File: src/rtl/core/afl_pkg.sv
// Shared types, constants and the sequencer program of the audio format list builder.
package afl_pkg;

   localparam int MAX_SETTINGS_DEF = 8;
   localparam int MAX_RATES_DEF    = 16;
   localparam int MAX_OUT_DEF      = 64;

   localparam int LIMIT_W        = 7;
   localparam int RATE_W         = 32;
   localparam int PACKET_W       = 13;
   localparam int SAMPLES_W      = 13;
   localparam int CS_W           = 16;
   localparam int BYTES_W        = SAMPLES_W + CS_W;

   localparam logic [LIMIT_W-1:0] MAX_ENTRIES_RST = 7'd64;
   localparam logic [7:0]         NATIVE_SUBSLOT  = 8'd4;

   // 8000 microframes per second; a rate above 8000 * 8191 needs more samples per
   // microframe than any payload can hold, so the ceiling below only has to be exact
   // up to that bound.
   localparam logic [RATE_W-1:0] RATE_CAP    = 32'd65528000;
   localparam logic [25:0]       ROUND_UP    = 26'd7999;
   // floor(y / 125) = (y * RECIP_125) >> 28 for y below 2^20
   localparam logic [21:0]       RECIP_125   = 22'd2147484;
   localparam int                RECIP_SHIFT = 28;

   typedef enum logic [1:0] {
      CMD_CLEAR    = 2'd0,
      CMD_ADD_SET  = 2'd1,
      CMD_ADD_RATE = 2'd2,
      CMD_BUILD    = 2'd3
   } command_type;

   typedef struct packed {
      logic [7:0]          alt;
      logic [7:0]          channels;
      logic [7:0]          subslot;
      logic [7:0]          resolution;
      logic                raw;
      logic [PACKET_W-1:0] packet;
   } setting_type;

   localparam int SETTING_W = $bits(setting_type);

   typedef enum logic [3:0] {
      ST_IDLE,
      ST_INIT,
      ST_SET_RD,
      ST_SET_CHK,
      ST_RATE_RD,
      ST_MUL1,
      ST_MUL2,
      ST_TEST,
      ST_NEXT_SET,
      ST_PASS_END,
      ST_FLUSH
   } step_type;

   typedef enum logic [3:0] {
      CND_NEVER,
      CND_ALWAYS,
      CND_NO_BUILD,
      CND_SET_DONE,
      CND_WRONG_PASS,
      CND_RATE_DONE,
      CND_EMIT_BLOCKED,
      CND_PASS_ZERO,
      CND_OUT_BUSY
   } cond_type;

   typedef struct packed {
      logic no_build;
      logic set_done;
      logic wrong_pass;
      logic rate_done;
      logic emit_blocked;
      logic pass_zero;
      logic out_busy;
   } flags_type;

   typedef struct packed {
      step_type target;
      cond_type jump;
      cond_type hold;
      logic     init;
      logic     clr_rate;
      logic     inc_set;
      logic     inc_rate;
      logic     set_pass;
      logic     mul1;
      logic     mul2;
      logic     emit;
      logic     flush;
   } ucode_type;

   function automatic logic cond_eval(cond_type c, flags_type f);
      logic r;
      case (c)
         CND_NEVER:        r = 1'b0;
         CND_ALWAYS:       r = 1'b1;
         CND_NO_BUILD:     r = f.no_build;
         CND_SET_DONE:     r = f.set_done;
         CND_WRONG_PASS:   r = f.wrong_pass;
         CND_RATE_DONE:    r = f.rate_done;
         CND_EMIT_BLOCKED: r = f.emit_blocked;
         CND_PASS_ZERO:    r = f.pass_zero;
         CND_OUT_BUSY:     r = f.out_busy;
         default:          r = 1'b0;
      endcase
      return r;
   endfunction

   // Program ROM: one control word per step.
   function automatic ucode_type ucode(step_type s);
      ucode_type w;
      w = '0;
      w.target = ST_IDLE;
      case (s)
         ST_IDLE: begin
            w.hold = CND_NO_BUILD;
         end
         ST_INIT: begin
            w.init = 1'b1;
         end
         ST_SET_RD: begin
            w.jump   = CND_SET_DONE;
            w.target = ST_PASS_END;
         end
         ST_SET_CHK: begin
            w.clr_rate = 1'b1;
            w.jump     = CND_WRONG_PASS;
            w.target   = ST_NEXT_SET;
         end
         ST_RATE_RD: begin
            w.jump   = CND_RATE_DONE;
            w.target = ST_NEXT_SET;
         end
         ST_MUL1: begin
            w.mul1 = 1'b1;
         end
         ST_MUL2: begin
            w.mul2 = 1'b1;
         end
         ST_TEST: begin
            w.hold     = CND_EMIT_BLOCKED;
            w.emit     = 1'b1;
            w.inc_rate = 1'b1;
            w.jump     = CND_ALWAYS;
            w.target   = ST_RATE_RD;
         end
         ST_NEXT_SET: begin
            w.inc_set = 1'b1;
            w.jump    = CND_ALWAYS;
            w.target  = ST_SET_RD;
         end
         ST_PASS_END: begin
            w.set_pass = 1'b1;
            w.jump     = CND_PASS_ZERO;
            w.target   = ST_SET_RD;
         end
         ST_FLUSH: begin
            w.hold   = CND_OUT_BUSY;
            w.flush  = 1'b1;
            w.jump   = CND_ALWAYS;
            w.target = ST_IDLE;
         end
         default: begin
            w.jump   = CND_ALWAYS;
            w.target = ST_IDLE;
         end
      endcase
      return w;
   endfunction

endpackage

File: src/rtl/core/afl_ram.sv
// Generic single-write, single-read RAM with registered read data.
module afl_ram #(
   parameter int WIDTH = 8,
   parameter int DEPTH = 8,
   localparam int AW = (DEPTH > 1) ? $clog2(DEPTH) : 1
) (
   input  logic             clock,
   input  logic             wr_en,
   input  logic [AW-1:0]    wr_addr,
   input  logic [WIDTH-1:0] wr_data,
   input  logic [AW-1:0]    rd_addr,
   output logic [WIDTH-1:0] rd_data
);

   logic [WIDTH-1:0] mem_ff [DEPTH];
   logic [WIDTH-1:0] rd_data_ff;

   always_ff @(posedge clock) begin
      if (wr_en) begin
         mem_ff[wr_addr] <= wr_data;
      end
      rd_data_ff <= mem_ff[rd_addr];
   end

   assign rd_data = rd_data_ff;

endmodule

File: src/rtl/core/audio_format_list_builder.sv
// Audio format list builder: setting and rate tables walked by a microcoded sequencer.
//
// Input channel (req_*): one item is a command. Clear empties both tables, append
// setting / append rate add one table entry (dropped when the table is full), and
// build walks every setting and rate pair, non-native settings first, native second.
// Clear and append give no result. req_stall is high while a
// build runs.
// Result channel (rsp_*): a build gives one item per format entry that fits the
// setting's packet payload, up to min(max_entries, MAX_OUT); rsp_last marks the final
// one. A build with no entry gives one item with rsp_entry_valid low and rsp_last high.
// Each setting and rate pair takes four steps: the rate table read, the ceiling
// multiply, the byte-count multiply and the compare, all on one shared datapath;
// the remaining rates are skipped once the entry limit is hit. An entry is held
// back one slot so that the last one can be marked.
// When the receiver stalls, the walk stops at the next entry that needs the output
// register and resumes when the item is taken.
// csr_wr_en writes max_entries at any edge; write it only while no build runs.
// Reset empties both tables, sets max_entries to 64 and drops any pending result.
module audio_format_list_builder
   import afl_pkg::*;
#(
   parameter int MAX_SETTINGS = MAX_SETTINGS_DEF,
   parameter int MAX_RATES    = MAX_RATES_DEF,
   parameter int MAX_OUT      = MAX_OUT_DEF
) (
   input  logic                clock,
   input  logic                reset,

   input  logic                req_valid,
   output logic                req_stall,
   input  logic [1:0]          req_command,
   input  logic [7:0]          req_alt_number,
   input  logic [7:0]          req_channel_count,
   input  logic [7:0]          req_subslot_size,
   input  logic [7:0]          req_resolution_bits,
   input  logic                req_raw_flag,
   input  logic [PACKET_W-1:0] req_packet_bytes,
   input  logic [RATE_W-1:0]   req_rate_hz,

   output logic                rsp_valid,
   input  logic                rsp_stall,
   output logic                rsp_entry_valid,
   output logic [RATE_W-1:0]   rsp_entry_rate,
   output logic [7:0]          rsp_entry_alt,
   output logic [7:0]          rsp_entry_channels,
   output logic [7:0]          rsp_entry_resolution,
   output logic [7:0]          rsp_entry_subslot,
   output logic                rsp_native_flag,
   output logic                rsp_last,

   input  logic                csr_wr_en,
   input  logic [LIMIT_W-1:0]  csr_wr_data
);

   localparam int SCW  = $clog2(MAX_SETTINGS + 1);
   localparam int SAW  = (MAX_SETTINGS > 1) ? $clog2(MAX_SETTINGS) : 1;
   localparam int RCW  = $clog2(MAX_RATES + 1);
   localparam int RAW  = (MAX_RATES > 1) ? $clog2(MAX_RATES) : 1;
   localparam int OCW  = $clog2(MAX_OUT + 1);

   // control state
   step_type           pc_ff, pc_in;
   logic               pass_ff, pass_in;
   logic [SCW-1:0]     set_idx_ff, set_idx_in;
   logic [RCW-1:0]     rate_idx_ff, rate_idx_in;
   logic [SCW-1:0]     set_count_ff, set_count_in;
   logic [RCW-1:0]     rate_total_ff, rate_total_in;
   logic [OCW-1:0]     written_ff, written_in;
   logic               pend_v_ff, pend_v_in;
   logic               rsp_valid_ff, rsp_valid_in;
   logic [LIMIT_W-1:0] max_entries_ff, max_entries_in;

   // datapath
   logic [SAMPLES_W-1:0] samples_ff;
   logic [CS_W-1:0]      cs_ff;
   logic                 reject_ff;
   logic [BYTES_W-1:0]   bytes_ff;
   logic [RATE_W-1:0]    pend_rate_ff;
   setting_type          pend_set_ff;
   logic                 pend_native_ff;

   logic                 rsp_entry_valid_ff;
   logic [RATE_W-1:0]    rsp_entry_rate_ff;
   logic [7:0]           rsp_entry_alt_ff;
   logic [7:0]           rsp_entry_channels_ff;
   logic [7:0]           rsp_entry_resolution_ff;
   logic [7:0]           rsp_entry_subslot_ff;
   logic                 rsp_native_flag_ff;
   logic                 rsp_last_ff;

   ucode_type          uw;
   flags_type          flags;
   logic               hold_now;
   logic               jump_now;
   logic               req_accept;
   logic               rsp_take;
   logic               out_busy;
   logic               set_we;
   logic               rate_we;
   logic [SETTING_W-1:0] set_wdata;
   logic [SETTING_W-1:0] set_rdata;
   logic [RATE_W-1:0]  rate_rdata;
   setting_type        set_rd;
   logic               native;
   logic               fit;
   logic [LIMIT_W-1:0] limit;
   logic               written_full;
   logic [25:0]        rate_rounded;
   logic [41:0]        recip_prod;
   logic               out_load;
   logic               out_src_pend;
   logic               out_last;
   logic               pend_load;

   assign req_stall  = (pc_ff != ST_IDLE);
   assign req_accept = req_valid && !req_stall;
   assign rsp_take   = rsp_valid_ff && !rsp_stall;
   assign out_busy   = rsp_valid_ff && rsp_stall;

   assign set_we    = req_accept && (req_command == CMD_ADD_SET) &&
                      (set_count_ff < SCW'(MAX_SETTINGS));
   assign rate_we   = req_accept && (req_command == CMD_ADD_RATE) &&
                      (rate_total_ff < RCW'(MAX_RATES));
   assign set_wdata = {req_alt_number, req_channel_count, req_subslot_size,
                       req_resolution_bits, req_raw_flag, req_packet_bytes};

   afl_ram #(.WIDTH(SETTING_W), .DEPTH(MAX_SETTINGS)) u_set_ram (
      .clock   (clock),
      .wr_en   (set_we),
      .wr_addr (set_count_ff[SAW-1:0]),
      .wr_data (set_wdata),
      .rd_addr (set_idx_ff[SAW-1:0]),
      .rd_data (set_rdata)
   );

   afl_ram #(.WIDTH(RATE_W), .DEPTH(MAX_RATES)) u_rate_ram (
      .clock   (clock),
      .wr_en   (rate_we),
      .wr_addr (rate_total_ff[RAW-1:0]),
      .wr_data (req_rate_hz),
      .rd_addr (rate_idx_ff[RAW-1:0]),
      .rd_data (rate_rdata)
   );

   assign set_rd = setting_type'(set_rdata);
   assign native = set_rd.raw && (set_rd.subslot == NATIVE_SUBSLOT);

   assign limit = (max_entries_ff < LIMIT_W'(MAX_OUT)) ? max_entries_ff : LIMIT_W'(MAX_OUT);
   assign written_full = (LIMIT_W'(written_ff) >= limit);

   // ceil(rate / 8000) = floor(((rate + 7999) >> 6) / 125), valid below RATE_CAP
   assign rate_rounded = rate_rdata[25:0] + ROUND_UP;
   assign recip_prod   = 42'(rate_rounded[25:6]) * 42'(RECIP_125);

   assign fit = !reject_ff && (bytes_ff <= BYTES_W'(set_rd.packet));

   assign uw = ucode(pc_ff);

   always_comb begin
      flags.no_build     = !(req_accept && (req_command == CMD_BUILD));
      flags.set_done     = (set_idx_ff >= set_count_ff);
      flags.wrong_pass   = (native != pass_ff);
      flags.rate_done    = (rate_idx_ff >= rate_total_ff) || written_full;
      flags.emit_blocked = fit && pend_v_ff && out_busy;
      flags.pass_zero    = !pass_ff;
      flags.out_busy     = out_busy;
   end

   assign hold_now = cond_eval(uw.hold, flags);
   assign jump_now = cond_eval(uw.jump, flags);

   always_comb begin
      pc_in          = pc_ff;
      pass_in        = pass_ff;
      set_idx_in     = set_idx_ff;
      rate_idx_in    = rate_idx_ff;
      set_count_in   = set_count_ff;
      rate_total_in  = rate_total_ff;
      written_in     = written_ff;
      pend_v_in      = pend_v_ff;
      rsp_valid_in   = rsp_valid_ff;
      max_entries_in = max_entries_ff;
      out_load       = 1'b0;
      out_src_pend   = 1'b0;
      out_last       = 1'b0;
      pend_load      = 1'b0;

      if (csr_wr_en) begin
         max_entries_in = csr_wr_data;
      end

      if (req_accept && (req_command == CMD_CLEAR)) begin
         set_count_in  = '0;
         rate_total_in = '0;
      end
      if (set_we) begin
         set_count_in = set_count_ff + SCW'(1);
      end
      if (rate_we) begin
         rate_total_in = rate_total_ff + RCW'(1);
      end

      if (rsp_take) begin
         rsp_valid_in = 1'b0;
      end

      if (!hold_now) begin
         if (uw.init) begin
            pass_in    = 1'b0;
            set_idx_in = '0;
            written_in = '0;
            pend_v_in  = 1'b0;
         end
         if (uw.clr_rate) begin
            rate_idx_in = '0;
         end
         if (uw.inc_set) begin
            set_idx_in = set_idx_ff + SCW'(1);
         end
         if (uw.inc_rate) begin
            rate_idx_in = rate_idx_ff + RCW'(1);
         end
         if (uw.set_pass) begin
            pass_in    = 1'b1;
            set_idx_in = '0;
         end
         // hand the held entry on, then hold the new one
         if (uw.emit && fit) begin
            if (pend_v_ff) begin
               out_load     = 1'b1;
               out_src_pend = 1'b1;
               rsp_valid_in = 1'b1;
            end
            pend_load  = 1'b1;
            pend_v_in  = 1'b1;
            written_in = written_ff + OCW'(1);
         end
         if (uw.flush) begin
            out_load     = 1'b1;
            out_src_pend = pend_v_ff;
            out_last     = 1'b1;
            rsp_valid_in = 1'b1;
            pend_v_in    = 1'b0;
         end
      end

      if (hold_now) begin
         pc_in = pc_ff;
      end else if (jump_now) begin
         pc_in = uw.target;
      end else begin
         pc_in = step_type'(4'(pc_ff) + 4'd1);
      end
   end

   always_ff @(posedge clock) begin
      if (reset) begin
         pc_ff          <= ST_IDLE;
         pass_ff        <= 1'b0;
         set_idx_ff     <= '0;
         rate_idx_ff    <= '0;
         set_count_ff   <= '0;
         rate_total_ff  <= '0;
         written_ff     <= '0;
         pend_v_ff      <= 1'b0;
         rsp_valid_ff   <= 1'b0;
         max_entries_ff <= MAX_ENTRIES_RST;
      end else begin
         pc_ff          <= pc_in;
         pass_ff        <= pass_in;
         set_idx_ff     <= set_idx_in;
         rate_idx_ff    <= rate_idx_in;
         set_count_ff   <= set_count_in;
         rate_total_ff  <= rate_total_in;
         written_ff     <= written_in;
         pend_v_ff      <= pend_v_in;
         rsp_valid_ff   <= rsp_valid_in;
         max_entries_ff <= max_entries_in;
      end
   end

   always_ff @(posedge clock) begin
      if (uw.mul1) begin
         samples_ff <= recip_prod[RECIP_SHIFT +: SAMPLES_W];
         cs_ff      <= CS_W'(set_rd.channels) * CS_W'(set_rd.subslot);
         reject_ff  <= (rate_rdata > RATE_CAP) || (rate_rdata == '0) ||
                       (set_rd.channels == 8'd0) || (set_rd.subslot == 8'd0);
      end
      if (uw.mul2) begin
         bytes_ff <= BYTES_W'(samples_ff) * BYTES_W'(cs_ff);
      end
      if (pend_load) begin
         pend_rate_ff   <= rate_rdata;
         pend_set_ff    <= set_rd;
         pend_native_ff <= native;
      end
      if (out_load) begin
         rsp_entry_valid_ff      <= out_src_pend;
         rsp_entry_rate_ff       <= out_src_pend ? pend_rate_ff : '0;
         rsp_entry_alt_ff        <= out_src_pend ? pend_set_ff.alt : 8'd0;
         rsp_entry_channels_ff   <= out_src_pend ? pend_set_ff.channels : 8'd0;
         rsp_entry_resolution_ff <= out_src_pend ? pend_set_ff.resolution : 8'd0;
         rsp_entry_subslot_ff    <= out_src_pend ? pend_set_ff.subslot : 8'd0;
         rsp_native_flag_ff      <= out_src_pend && pend_native_ff;
         rsp_last_ff             <= out_last;
      end
   end

   assign rsp_valid            = rsp_valid_ff;
   assign rsp_entry_valid      = rsp_entry_valid_ff;
   assign rsp_entry_rate       = rsp_entry_rate_ff;
   assign rsp_entry_alt        = rsp_entry_alt_ff;
   assign rsp_entry_channels   = rsp_entry_channels_ff;
   assign rsp_entry_resolution = rsp_entry_resolution_ff;
   assign rsp_entry_subslot    = rsp_entry_subslot_ff;
   assign rsp_native_flag      = rsp_native_flag_ff;
   assign rsp_last             = rsp_last_ff;

   a_build_starts: assert property (@(posedge clock) disable iff (reset)
      req_accept && (req_command == CMD_BUILD) |=> pc_ff == ST_INIT)
      else $error("build item did not start the walk");

   a_written_bound: assert property (@(posedge clock) disable iff (reset)
      (pc_ff != ST_IDLE) && (pc_ff != ST_INIT) |-> LIMIT_W'(written_ff) <= limit)
      else $error("entry count passed the limit");

   a_pend_counted: assert property (@(posedge clock) disable iff (reset)
      pend_v_ff |-> written_ff != '0)
      else $error("held entry without a count");

   a_flush_last: assert property (@(posedge clock) disable iff (reset)
      (pc_ff == ST_FLUSH) && !out_busy |=> rsp_valid_ff && rsp_last_ff && (pc_ff == ST_IDLE))
      else $error("flush did not present a last item");

   a_table_bound: assert property (@(posedge clock) disable iff (reset)
      (set_count_ff <= SCW'(MAX_SETTINGS)) && (rate_total_ff <= RCW'(MAX_RATES)))
      else $error("table count above depth");

endmodule
File: config.mk
export PLATFORM = sky130hd
export DESIGN_NAME = audio_format_list_builder
export DESIGN_NICKNAME = d
export VERILOG_FILES = /design/src/rtl/core/afl_pkg.sv /design/src/rtl/core/afl_ram.sv /design/src/rtl/core/audio_format_list_builder.sv
export SDC_FILE = /design/constraint.sdc
export NUM_CORES = 2
export LEC_CHECK = 0
export BUFFER_PORTS_ARGS = -buffer_cell sky130_fd_sc_hd__buf_4
export CORE_ASPECT_RATIO = 0.7
export CORE_MARGIN = 5
export CORE_UTILIZATION = 49
export CTS_CLUSTER_DIAMETER = 150
export CTS_CLUSTER_SIZE = 16
export DETAILED_ROUTE_END_ITERATION = 8
export PLACE_DENSITY = 0.71
export SLEW_MARGIN = 15
export SYNTH_ARGS = -nofsm -noshare
export SYNTH_HDL_FRONTEND = slang
export SYNTH_SLANG_ARGS = --single-unit
export TNS_END_PERCENT = 5
File: constraint.sdc
create_clock -name clock -period 9.2 [get_ports clock]
set_clock_uncertainty 0.1 [all_clocks]
set_input_delay 2.3 -clock clock [delete_from_list [all_inputs] [get_ports clock]]
set_output_delay 2.3 -clock clock [all_outputs]
set_load 0.1 [all_outputs]
After elaboration in Yosys (flattened, before gate mapping)
Memory sizes are Yosys's and may differ from the RTL's. A register that Yosys moved wholly into a read port is not among the register bits.
Cells that the tools add are included.
{ "word_totals": {"register_bits": 230, "memories": 2, "ram_bits": 880, "output_inout_bits": 69} }
{ "op_classes": {"n_mux": 47, "addsub": 7, "eq_ne": 31, "magnitude_cmp": 8, "n_reduce_logical": 43, "bitwise_logic": 1, "n_mul": 3} }
{ "mem_list": {"columns": ["memory", "words", "width", "read_ports", "rd_clocked_by_memory_dff", "write_ports", "line", "rtl"], "rows": [
  ["u_rate_ram.mem_ff", 16, 32, 1, 1, 1, "afl_ram.sv:15", "logic [WIDTH-1:0] mem_ff [DEPTH];"],
  ["u_set_ram.mem_ff", 8, 46, 1, 1, 1, "afl_ram.sv:15", null]
]} }
{ "op_table": {"columns": ["operator", "n"], "rows": [
  ["one-hot mux 8 bit (7 select lines)", 1],
  ["equality test 4 x 3 -> 1 bit (second input constant)", 12],
  ["multiplier 20 x 20 -> 39 bit (second input constant)", 1],
  ["> comparator 32 x 26 -> 1 bit (second input constant)", 1],
  ["zero test 32 bit", 1],
  ["2-to-1 mux 1 bit", 30],
  ["<= comparator 29 x 13 -> 1 bit", 1],
  ["multiplier 13 x 16 -> 29 bit", 1],
  ["adder 26 x 13 -> 26 bit (second input constant)", 1],
  ["equality test 4 x 2 -> 1 bit (second input constant)", 6],
  ["2-to-1 mux 4 bit", 6],
  ["2-to-1 mux 7 bit", 3],
  ["equality test 4 bit (second input constant)", 5],
  ["2-to-1 mux 5 bit", 4],
  ["zero test 8 bit", 2],
  ["multiplier 8 x 8 -> 16 bit", 1],
  ["one-hot mux 1 bit (8 select lines)", 2],
  ["logical AND 1 bit", 15],
  ["adder 4 x 1 -> 4 bit (second input constant)", 3],
  ["equality test 4 x 1 -> 1 bit (second input constant)", 3],
  ["one-hot mux 4 bit (3 select lines)", 1],
  ["adder 5 x 1 -> 5 bit (second input constant)", 2],
  ["AND reduction 2 bit", 5],
  ["nonzero test 2 bit", 5],
  ["19 further kinds", 28]
]} }

Logic depth before layout (Yosys ltp)
{ "logic_depth": {"depth_word": 8, "mapped_depth": 29, "mapped_depth_nobuf": 28} }

Modules after synthesis
Synthesis repeated with hierarchy kept, for this count alone.
{ "hier_totals": {"hier_cells": 3564, "hier_area_um2": 57661.6} }
{ "modules_own_cells": {"columns": ["module", "cells_per_inst", "n_inst", "area_each_um2"], "rows": [
  ["audio_format_list_builder", 2136, 1, 22784.4],
  ["afl_ram (u_rate_ram)", 838, 1, 19835.3],
  ["afl_ram (u_set_ram)", 590, 1, 15041.9]
]} }

Worst setup path after synthesis
Ideal clock, no wire load.
{ "synth_path": {"path_type": "input port to flip-flop", "from": "input port req_valid", "to": "memory u_set_ram.mem_ff[1][0] (netlist bit) (enable)", "arrival_time_ns": 6.522, "path_slack_ns": 2.071, "path_buffers": 0, "path_stages": 4, "setup_ns": 0.507, "required_ns": 8.593, "path_cell_list": "nand3_1 nor4b_1 nand2_1 nor3_1"} }
{ "synth_between": {"elab_chain_cells": 5} }
{ "synth_lines": {"columns": ["element", "line", "rtl"], "rows": [
  ["from (decl)", "audio_format_list_builder.sv:29", "input logic req_valid,"],
  ["logical AND 1 bit", "audio_format_list_builder.sv:116", "assign req_accept = req_valid && !req_stall;"],
  ["logical AND 1 bit (2 in series)", "audio_format_list_builder.sv:120", "assign set_we = req_accept && (req_command == CMD_ADD_SET) &&"],
  ["2-to-1 mux 1 bit", "afl_ram.sv:19", "if (wr_en) begin"],
  ["2-to-1 mux 1 bit (not written as such)", "afl_ram.sv:20", "mem_ff[wr_addr] <= wr_data;"],
  ["to (decl)", "afl_ram.sv:15", null]
]} }
Every way passes these cells.

Worst setup path in the final report
{ "layout_path": {"from": "register u_rate_ram.rd_data_ff[2], in the netlist u_rate_ram.rd_data[2], read port of u_rate_ram.mem_ff", "to": "register samples_ff[12] (data pin)"} }
{ "layout_between": {"elab_chain_cells": 2} }
{ "layout_lines": {"columns": ["element", "line", "rtl"], "rows": [
  ["from (decl)", "afl_ram.sv:16", "logic [WIDTH-1:0] rd_data_ff;"],
  ["adder 26 x 13 -> 26 bit", "audio_format_list_builder.sv:152", "assign rate_rounded = rate_rdata[25:0] + ROUND_UP;"],
  ["multiplier 20 x 20 -> 39 bit", "audio_format_list_builder.sv:153", "assign recip_prod = 42'(rate_rounded[25:6]) * 42'(RECIP_125);"],
  ["net recip_prod[40]", "audio_format_list_builder.sv:109", "logic [41:0] recip_prod;"],
  ["to (signal assigned)", "audio_format_list_builder.sv:284", "samples_ff <= recip_prod[RECIP_SHIFT +: SAMPLES_W];"],
  ["to (decl)", "audio_format_list_builder.sv:74", "logic [SAMPLES_W-1:0] samples_ff;"]
]} }
The timed path passes the listed nets, and every way through them passes these cells.
A chain may end at the register's enable or synchronous reset.

==> flow_metrics.py <==
metrics = {
    "outcome": {
        "outcome": "finished clean",
    },
    "global_routing": {
        "gr-usage-met1_pct": 30.2,
        "grtUsageMet2_pct": 30.3,
        "grt_pass1_vias": 30499,
        "grtUsageMet3_pct": 3.44,
        "top_usage_layer": "met2",
        "grt_start_max_net_pins": 67,
        "antenna_found_initial": 5,
        "grt_usage_pct": 19.8,
        "grt_first_pass_wirelength_um": 188000,
        "grt_overflow": 0,
    },
    "critical_path": {
        "endpoint_kind": "register",
        "cp_max_fo": 6,
        "worstPathArrival_ps": 8520,
        "critPathLaunch": "u_rate_ram.rd_data[2]",
        "cp_cell_sequence": "nor4_1 -> a211o_1 -> nand2_1 -> and4_1 -> and3_1 -> xor2_1 -> ha_1 -> fa_1 -> fa_1 -> fa_1 -> fa_1 -> fa_1 -> ha_1 -> a21o_1 -> a21o_1 -> a21oi_1 -> nand4b_1 -> o211ai_1 -> o22ai_1 -> nor4_1 -> nor3_1 -> xor2_1",
        "worstSetupPathType": "register to register",
        "critPathSlowestCell": "nor4_1",
        "cp-start-kind": "register",
        "required_ps": 9500,
        "reg2reg_from": "u_rate_ram.rd_data[2]",
        "path_common_cell": "fa_1",
        "r2r_setup_slack_ps": 980,
        "rr_worst_depth": 22,
        "critPathBufInv": 0,
        "r2r-end": "samples_ff[12]",
        "cpPeakStageDelay_ps": 960,
        "critPathTopFamily": "adder cells",
    },
    "die": {
        "row_count": 105,
        "initial_utilization_pct": 49.2,
        "dieArea_um2": 125000,
        "die_height_um": 297,
        "design.core.area_um2": 117000,
        "ios": 161,
        "die_w_um": 420,
    },
    "clock_network": {
        "cts_tree": "done",
        "ctsResizeCount": 0,
        "clock-sinks": 1188,
        "clock_latency_ps": 700,
        "clk_pin_slew_ps": 80,
        "post-cts-setup-buffers": 0,
        "hold_buffers": 0,
        "root_buffer": "clkbuf_16",
        "htreeDepth": 3,
        "cts_buffers": 84,
        "clockBufferDepth": 3,
    },
    "synth": {
        "ys_seq_elements": 1188,
        "seq_area_frac_synth_pct": 59.9,
        "syn_area_per_cell_um2": 16.3,
        "yosysUniqueCellTypes": 70,
        "synth_area_um2": 57600,
        "yosysWarnings": 0,
        "async_reset_ff_share_pct": 0,
        "synth_fp_nets": 4213,
        "netlist_instances": 3526,
        "synth_edf_count": 1071,
        "ys.flop_type": "edfxtp_1",
    },
    "power": {
        "comb_power_share_pct": 53.0,
        "p_per_area_nw_per_um2": 348,
        "p_int_w": 0.0134,
        "p_sw_w": 0.00864,
        "power_frac_clock_pct": 16.2,
        "p_leak_nw": 23.2,
        "ir_drop_v": 0.000621,
        "p_seq_share_pct": 30.8,
        "finalPower_w": 0.0220,
        "p_sw_share_pct": 39.2,
    },
    "sta": {
        "slew_violations": 0,
        "period_minus_slack_ps": 8220,
        "min_period_over_period_pct": 89.4,
        "max-slew-margin-rel_pct": 22.0,
        "fmax_mhz": 122,
        "grt_setup_unrepaired": "false",
        "tightest_slew_ps": 1170,
        "finalWorstSetupSlack_ps": 977,
        "finalSetupViolCount": 0,
        "setup_tns_ps": 0,
        "final_hold_viol_count": 0,
    },
    "drt": {
        "drc": 0,
        "avgViaCountPerCell": 5.57,
        "drtIter0Drc": 2464,
        "firstDrtPassIters": 5,
        "antenna_left": 0,
        "wl_per_cell_um": 22.8,
        "vias": 29610,
        "totalWireLength_um": 121000,
    },
    "run": {
        "drv_cap": 0,
    },
    "worst_hold_path": {
        "holdCritStartpoint": "u_set_ram.rd_data[18]",
        "hold_class": "register to register",
        "min_path_cells": 0,
        "hold-path-endpoint": "pend_set_ff[18]",
    },
    "placed_design": {
        "io_buffers": 160,
        "dp_hpwl_um": 77100,
        "placed_cell_area_um2": 60800,
        "gp_congestion": 0.841,
        "pre_cts_ws_ps": 1120,
    },
    "final_layout": {
        "syn_to_final_growth_pct": 10.0,
        "nets": 4385,
        "drive_above_1_share_pct": 17.1,
        "fin_area_um2": 63300,
        "final_core_util_pct": 54.1,
    },
}
==> power by group through the flow <==
stage                     sequential [W]  clock (W)  combinational, W
after CTS                        0.00678    0.00366            0.0118
final                            0.00679    0.00357            0.0117
after global routing             0.00681    0.00389            0.0134
after detailed placement         0.00690          0            0.0116
after floorplan                  0.00673          0           0.00894
after global placement           0.00690          0            0.0115
==> cells in the final DEF, fill, tap and decap left out, drive strengths merged, types with 11 or more instances in the layout <==
master | synthesis | final
mux2 | 47 | 47
inv | 377 | 377
edfxtp | 1071 | 1071
o21ai | 41 | 41
o21a | 13 | 13
a31oi | 12 | 12
fa | 275 | 275
a211oi | 12 | 12
nor3 | 31 | 31
xor2 | 23 | 23
nor4 | 16 | 16
dfxtp | 117 | 117
nand2b | 17 | 17
nor2 | 80 | 80
and3 | 13 | 13
clkbuf | 91 | 145
nand4 | 12 | 12
nand2 | 214 | 214
buf | 28 | 205
nand3 | 31 | 31
xnor2 | 48 | 48
ha | 320 | 320
mux4 | 252 | 252
mux2i | 11 | 11
and2 | 193 | 193
a21o | 31 | 31
a21oi | 67 | 67
==> per-layer routing <==
| metal | part of all wire (%) | wire (um) | up-vias |
|---|---|---|---|
| met5 | 0 | 0 | - |
| met4 | 1.6 | 1890 | 0 |
| met3 | 6.2 | 7500 | 118 |
| met2 | 47 | 56500 | 848 |
| met1 | 46 | 55300 | 15390 |
| li1 | - | - | 13254 |
==> worst max-delay path by stage <==
stage | end | slack [ps] | depth (start not counted)
6_report | samples_ff[12] | 980 | 22
5_1_grt | samples_ff[12] | 500 | 26
4_1_cts | samples_ff[12] | 1030 | 22
3_5_place_dp | samples_ff[12] | 1120 | 22
3_3_place_gp | samples_ff[12] | 1270 | 27
2_1_floorplan | u_set_ram.mem_ff[1][0] | 2070 | 4
==> worst reg2reg max path: stages, from the launching register on <==
cell      delay (ps)
dfxtp_1          320
nor4_1           960
a211o_1          320
nand2_1          120
and4_1           250
and3_1           250
xor2_1           580
ha_1             370
fa_1             430
fa_1             520
fa_1             570
fa_1             440
fa_1             470
ha_1             350
a21o_1           210
a21o_1           180
a21oi_1          200
nand4b_1         140
o211ai_1         440
o22ai_1          230
nor4_1           230
nor3_1           110
xor2_1           150
==> sequential cells by signal, summed over array words and instances (netlist names), 8 cells and up <==
| name | flops |
|---|---|
| rsp_entry_subslot | 8 |
| pend_set_ff | 32 |
| rsp_entry_channels | 8 |
| rsp_entry_resolution | 8 |
| rsp_entry_alt | 8 |
| cs_ff | 16 |
| rsp_entry_rate | 32 |
| u_rate_ram.mem_ff | 512 |
| samples_ff | 13 |
| u_rate_ram.rd_data | 32 |
| bytes_ff | 29 |
| pend_rate_ff | 32 |
| u_set_ram.rd_data | 46 |
| u_set_ram.mem_ff | 368 |
==> stage by stage <==
step / cells / hold slack (ps)
3_3_place_gp: 5163 / 287
4_1_cts: 5315 / 305
2_1_floorplan: 3526 / 286
6_report: 5317 / 306
5_1_grt: 5316 / 311
3_5_place_dp: 5163 / 289
==> cell type report <==
class | instances | area, um^2
Fill cell | 9112 | 53600
Sequential cell | 1188 | 34500
Multi-Input combinational cell | 1842 | 21400
Clock buffer | 145 | 2350
Tap cell | 1551 | 1940
Timing Repair Buffer | 205 | 1540
Inverter | 377 | 1420
Clock inverter | 7 | 173
Antenna cell | 2 | 5.00
==> cells by family after synthesis <==
logic type / share of synthesized area [%]
AOI/OAI and AO/OA: 2.54
xor gates and xnor gates: 1.09
adders and majority gates: 16.5
buffers and inverters: 3.25
DFF: 59.9
muxes: 11.0
and+or+nand+nor: 5.67
==> cell usage after synthesis, types with 5 or more instances <==
master / n / share of area, %
mux2_2: 47 / 0.92
nor2b_1: 6 / 0.065
a21oi_1: 67 / 0.58
a21o_1: 30 / 0.39
nand2_1: 214 / 1.4
and2_1: 192 / 2.1
a211oi_1: 12 / 0.16
clkbuf_2: 5 / 0.043
and3_1: 13 / 0.14
nand3_1: 31 / 0.27
nor2_1: 80 / 0.52
dfxtp_1: 117 / 4.1
o211ai_1: 6 / 0.078
edfxtp_1: 1071 / 56
nor4_1: 16 / 0.17
o21a_1: 13 / 0.17
inv_1: 376 / 2.5
xor2_1: 23 / 0.35
or3_1: 7 / 0.076
mux4_2: 252 / 9.9
nand4_1: 11 / 0.12
a31oi_1: 12 / 0.13
ha_1: 320 / 7.0
nor3_1: 30 / 0.26
buf_1: 24 / 0.16
mux2i_1: 11 / 0.19
clkbuf_1: 86 / 0.56
o21ai_0: 40 / 0.35
nand2b_1: 17 / 0.18
xnor2_1: 47 / 0.72
fa_1: 275 / 9.6
o21bai_1: 7 / 0.091
Note: power is estimated with default switching activity, not from simulation.
